$ cat src/rtl/sample_fifo_history_window_defines.svh
// Assertion macros for the sample history window block.
`ifndef SAMPLE_FIFO_HISTORY_WINDOW_DEFINES_SVH
`define SAMPLE_FIFO_HISTORY_WINDOW_DEFINES_SVH

`ifndef SYNTH
// Checked property, masked while reset is high.
`define SFHW_CHECK(label, prop, msg) \
   label: assert property (@(posedge clock) disable iff (reset) prop) else $error(msg);
// Checked property that must also hold during reset.
`define SFHW_CHECK_ALWAYS(label, prop, msg) \
   label: assert property (@(posedge clock) prop) else $error(msg);
`else
`define SFHW_CHECK(label, prop, msg)
`define SFHW_CHECK_ALWAYS(label, prop, msg)
`endif

`endif

$ cat src/rtl/sfhw_pkg.sv
package sfhw_pkg;

   localparam int WORD_W     = 32;
   localparam int FIFO_DEPTH = 1024;
   localparam int FIFO_AW    = $clog2(FIFO_DEPTH);
   localparam int FIFO_CW    = $clog2(FIFO_DEPTH + 1);
   localparam int HIST_DEPTH = 64;
   localparam int HIST_AW    = $clog2(HIST_DEPTH);
   localparam int LEN_W      = 7;

   localparam logic [LEN_W-1:0] HIST_LEN_RESET = 7'd64;

   localparam logic CMD_PUSH     = 1'b0;
   localparam logic CMD_SNAPSHOT = 1'b1;

   // One classified request waiting for the back end.
   typedef struct packed {
      logic              is_snap;
      logic [WORD_W-1:0] word;
      logic              batch_end;
   } sfhw_item_type;

   // Status of the back end, watched by the top level.
   typedef struct packed {
      logic               busy;
      logic               emitting;
      logic [FIFO_CW-1:0] fifo_count;
   } sfhw_status_type;

endpackage

$ cat src/rtl/sfhw_front.sv
module sfhw_front (
   input  logic                              clock,
   input  logic                              reset,
   input  logic                              req_valid,
   output logic                              req_stall,
   input  logic                              req_cmd,
   input  logic [sfhw_pkg::WORD_W-1:0]       req_sample_word,
   input  logic                              req_batch_end,
   output logic                              item_valid,
   output sfhw_pkg::sfhw_item_type           item,
   input  logic                              item_pop
);

   sfhw_pkg::sfhw_item_type ent_ff [2];
   logic                    rd_ptr_ff, rd_ptr_in;
   logic                    wr_ptr_ff, wr_ptr_in;
   logic [1:0]              cnt_ff, cnt_in;
   logic                    push;
   sfhw_pkg::sfhw_item_type new_item;

   assign req_stall  = (cnt_ff == 2'd2);
   assign push       = req_valid && !req_stall;
   assign item_valid = (cnt_ff != 2'd0);
   assign item       = ent_ff[rd_ptr_ff];

   always_comb begin
      new_item.is_snap   = (req_cmd == sfhw_pkg::CMD_SNAPSHOT);
      new_item.word      = req_sample_word;
      new_item.batch_end = req_batch_end;
   end

   always_comb begin
      wr_ptr_in = push ? ~wr_ptr_ff : wr_ptr_ff;
      rd_ptr_in = item_pop ? ~rd_ptr_ff : rd_ptr_ff;
      cnt_in    = cnt_ff + {1'b0, push} - {1'b0, item_pop};
   end

   always_ff @(posedge clock) begin
      if (reset) begin
         rd_ptr_ff <= 1'b0;
         wr_ptr_ff <= 1'b0;
         cnt_ff    <= 2'd0;
      end else begin
         rd_ptr_ff <= rd_ptr_in;
         wr_ptr_ff <= wr_ptr_in;
         cnt_ff    <= cnt_in;
      end
   end

   always_ff @(posedge clock) begin
      if (push) begin
         ent_ff[wr_ptr_ff] <= new_item;
      end
   end

endmodule

$ cat config.mk
export PLATFORM = sky130hd
export DESIGN_NAME = sfhw_front
export DESIGN_NICKNAME = d
export VERILOG_FILES = /design/src/rtl/sample_fifo_history_window_defines.svh /design/src/rtl/sfhw_pkg.sv /design/src/rtl/sfhw_front.sv
export SDC_FILE = /design/constraint.sdc
export NUM_CORES = 1
export LEC_CHECK = 0
export ABC_AREA = 1
export BUFFER_PORTS_ARGS = -buffer_cell sky130_fd_sc_hd__buf_4
export CORE_ASPECT_RATIO = 0.5
export CORE_MARGIN = 1
export CORE_UTILIZATION = 54
export CTS_BUF_LIST = sky130_fd_sc_hd__clkbuf_8
export CTS_CLUSTER_SIZE = 40
export DETAILED_ROUTE_END_ITERATION = 16
export PLACE_DENSITY = 0.89
export SLEW_MARGIN = 40
export SYNTH_ARGS = -nofsm -noshare
export SYNTH_HDL_FRONTEND = slang
export SYNTH_SLANG_ARGS = --single-unit
export TNS_END_PERCENT = 20
$ cat constraint.sdc
create_clock -name clock -period 3 [get_ports clock]
set_input_delay 0.6 -clock clock [delete_from_list [all_inputs] [get_ports clock]]
set_output_delay 0.6 -clock clock [all_outputs]
set_load 0.1 [all_outputs]
==> flow_summary.json <==
{
  "cp-end-kind": "primary output",
  "io_pins": 74,
  "die_y_um": 53.3,
  "arrival_ns": 1.89,
  "drive_gt1_frac": 0.544,
  "rsz0062_at_grt": "no",
  "viasPerCell": 4.84,
  "ant_nets": 0,
  "nNetsFinal": 263,
  "status": "completed",
  "numPortBuffers": 73,
  "fillCellCount": 309,
  "grt_pass1_vias": 1415,
  "p_leak_nw": 1.50,
  "worst_pin_slew_ns": 0.798,
  "track_usage": 0.183,
  "yosys.area.top_type": "edfxtp_1",
  "htree_levels": 3,
  "die-area_um2": 5570,
  "utilization": 0.732,
  "reg2regPathDepth": 5,
  "p_total_w": 0.00290,
  "yosysUniqueCellTypes": 13,
  "min_path_cells": 1,
  "die-width_um": 105,
  "yosys_warnings": 0,
  "routed_wl_mm": 4.76,
  "antenna_found_initial": 0,
  "hold_viol": 0,
  "start_util": 0.568,
  "root_buffer": "clkbuf_8",
  "p_per_area_nw_per_um2": 793,
  "yosysSeqAreaShare": 0.754,
  "ir_drop_mv": 0.440,
  "drc_errors": 0,
  "cts_resized": 0,
  "fin_crit_sh": 0.831,
  "worstSetupPathType": "reg -> out",
  "worstPathMaxFanout": 20,
  "fin_skew_ns": 0.00688,
  "routabilityCongestion": 0.661,
  "drt_iter0_drc": 111,
  "cts_tree": "yes",
  "clk_pin_slew_ns": 0.07,
  "coreArea_um2": 5000,
  "overflow": 0,
  "synth_nets": 179,
  "rows": 18,
  "cts_max_path_buffers": 2,
  "grt_max_degree": 29,
  "via_count": 1442,
  "worstSetupStartpointType": "register",
  "area_growth_pct": 28.8,
  "synthDominantCellAreaShare": 0.719,
  "dp_slack_ns": 0.838,
  "tns_ns": 0,
  "grt_pass1_wl_mm": 7.22,
  "cts.sinks": 73,
  "netlist_area_um2": 2840,
  "antenna_cells": 0,
  "avgSynthCellArea_um2": 20.4,
  "postLayoutSetupSlackWorst_ns": 0.508,
  "dp_hpwl_mm": 3.09,
  "fmax_mhz": 401,
  "maxCapViolCount": 0,
  "ys_ff_latch": 73,
  "cts_inserted_buffers": 9,
  "wire_per_inst_um": 16.0,
  "hold_buffers": 0,
  "holdCritPathClass": "in -> reg",
  "post_cts_buffers": 0,
  "clk_latency_ns": 0.33,
  "syn-instance-count": 139,
  "synth.area.top_cells": "edfxtp_1, mux2_4, dfxtp_1",
  "drt-pass1-iter-count": 4,
  "maxSlewViolCount": 0,
  "fin_crit_ns": 2.49,
  "slew_headroom": 0.467,
  "setup_viol": 0,
  "worstPathRequired_ns": 2.40
}
## synthesized netlist by cell type, drive strengths merged
cell type  number
mux2           34
nand3           2
dfxtp           5
nand2           7
nor2            6
buf             4
xnor2           1
ha              2
inv             8
a21oi           2
edfxtp         68
## routing by layer
metal / GRT usage / wire length [µm] / up-vias
li1: - / - / 689
met1: 0.199 / 1850 / 706
met2: 0.332 / 2580 / 38
met3: 0.0628 / 214 / 9
met4: 0.0892 / 114 / 0
met5: 0 / 0 / -
## cells in the final DEF (no fill, tap or decap), drive strengths merged
cell / Yosys / layout
inv: 8 / 11
bufinv: 0 / 2
nand2: 7 / 7
clkinv: 0 / 2
clkbuf: 0 / 9
buf: 4 / 77
edfxtp: 68 / 68
mux2: 34 / 34
ha: 2 / 2
nor2: 6 / 6
a21oi: 2 / 2
nand3: 2 / 2
xnor2: 1 / 1
dfxtp: 5 / 5
## state kept, by name, summed over array words and instances, names as in the netlist, named ones only
signal and count:
ent_ff 68, cnt_ff 2, rd_ptr_ff 1, wr_ptr_ff 1
## logic make-up (layout without fill, tap and decap cells)
kind of cell / after synthesis / count (layout) / share of synthesized area
multiplexers: 34 / 34 / 0.174
XOR/XNOR: 1 / 1 / 0.00308
AO/OA/AOI/OAI: 2 / 2 / 0.00352
adder cells (fa/ha/maj): 2 / 2 / 0.00881
buffers and inverters: 12 / 101 / 0.0357
AND/OR/NAND/NOR: 15 / 15 / 0.0207
flip-flops: 73 / 73 / 0.754
## path summary, 6_finish.rpt
check	start	endpoint	slack, ns
setup / recovery	register	item[17]	0.51
hold / removal	req_sample_word[10]	ent_ff[0][11]	0.45
setup reg to reg	cnt_ff[0]	ent_ff[0][31]	1.18
hold reg to reg	rd_ptr_ff	rd_ptr_ff	0.53
## cell type report
cell class | count | area [µm²] | share of cell area
multi-input cells | 54 | 606 | 0.165
inverters | 8 | 30.0 | 0.00821
repair buffers | 77 | 591 | 0.161
flip-flops and latches | 73 | 2140 | 0.586
well taps | 70 | 87.6 | 0.0239
clock buffers | 9 | 124 | 0.0338
clock inverters | 7 | 78.8 | 0.0215
## report_power, final
part           internal [W]  switching [W]
sequential          0.00122      0.0000399
clock              0.000454       0.000319
combinational      0.000232       0.000640
## critical path, cell delays in order (launching register included)
cell and delay, ns:
dfxtp_2 0.75, buf_12 0.26, mux2_4 0.32, buf_4 0.23
## per-stage QoR
| step | hold slack (ns) | instances | area (µm²) |
|---|---|---|---|
| 2_1_floorplan | 0.475 | 139 | 2840 |
| 3_3_place_gp | 0.496 | 282 | 3460 |
| 3_5_place_dp | 0.529 | 282 | 3460 |
| 4_1_cts | 0.434 | 298 | 3660 |
| 5_1_grt | 0.429 | 298 | 3660 |
| 6_report | 0.453 | 298 | 3660 |
(Power assumes the default switching activity.)
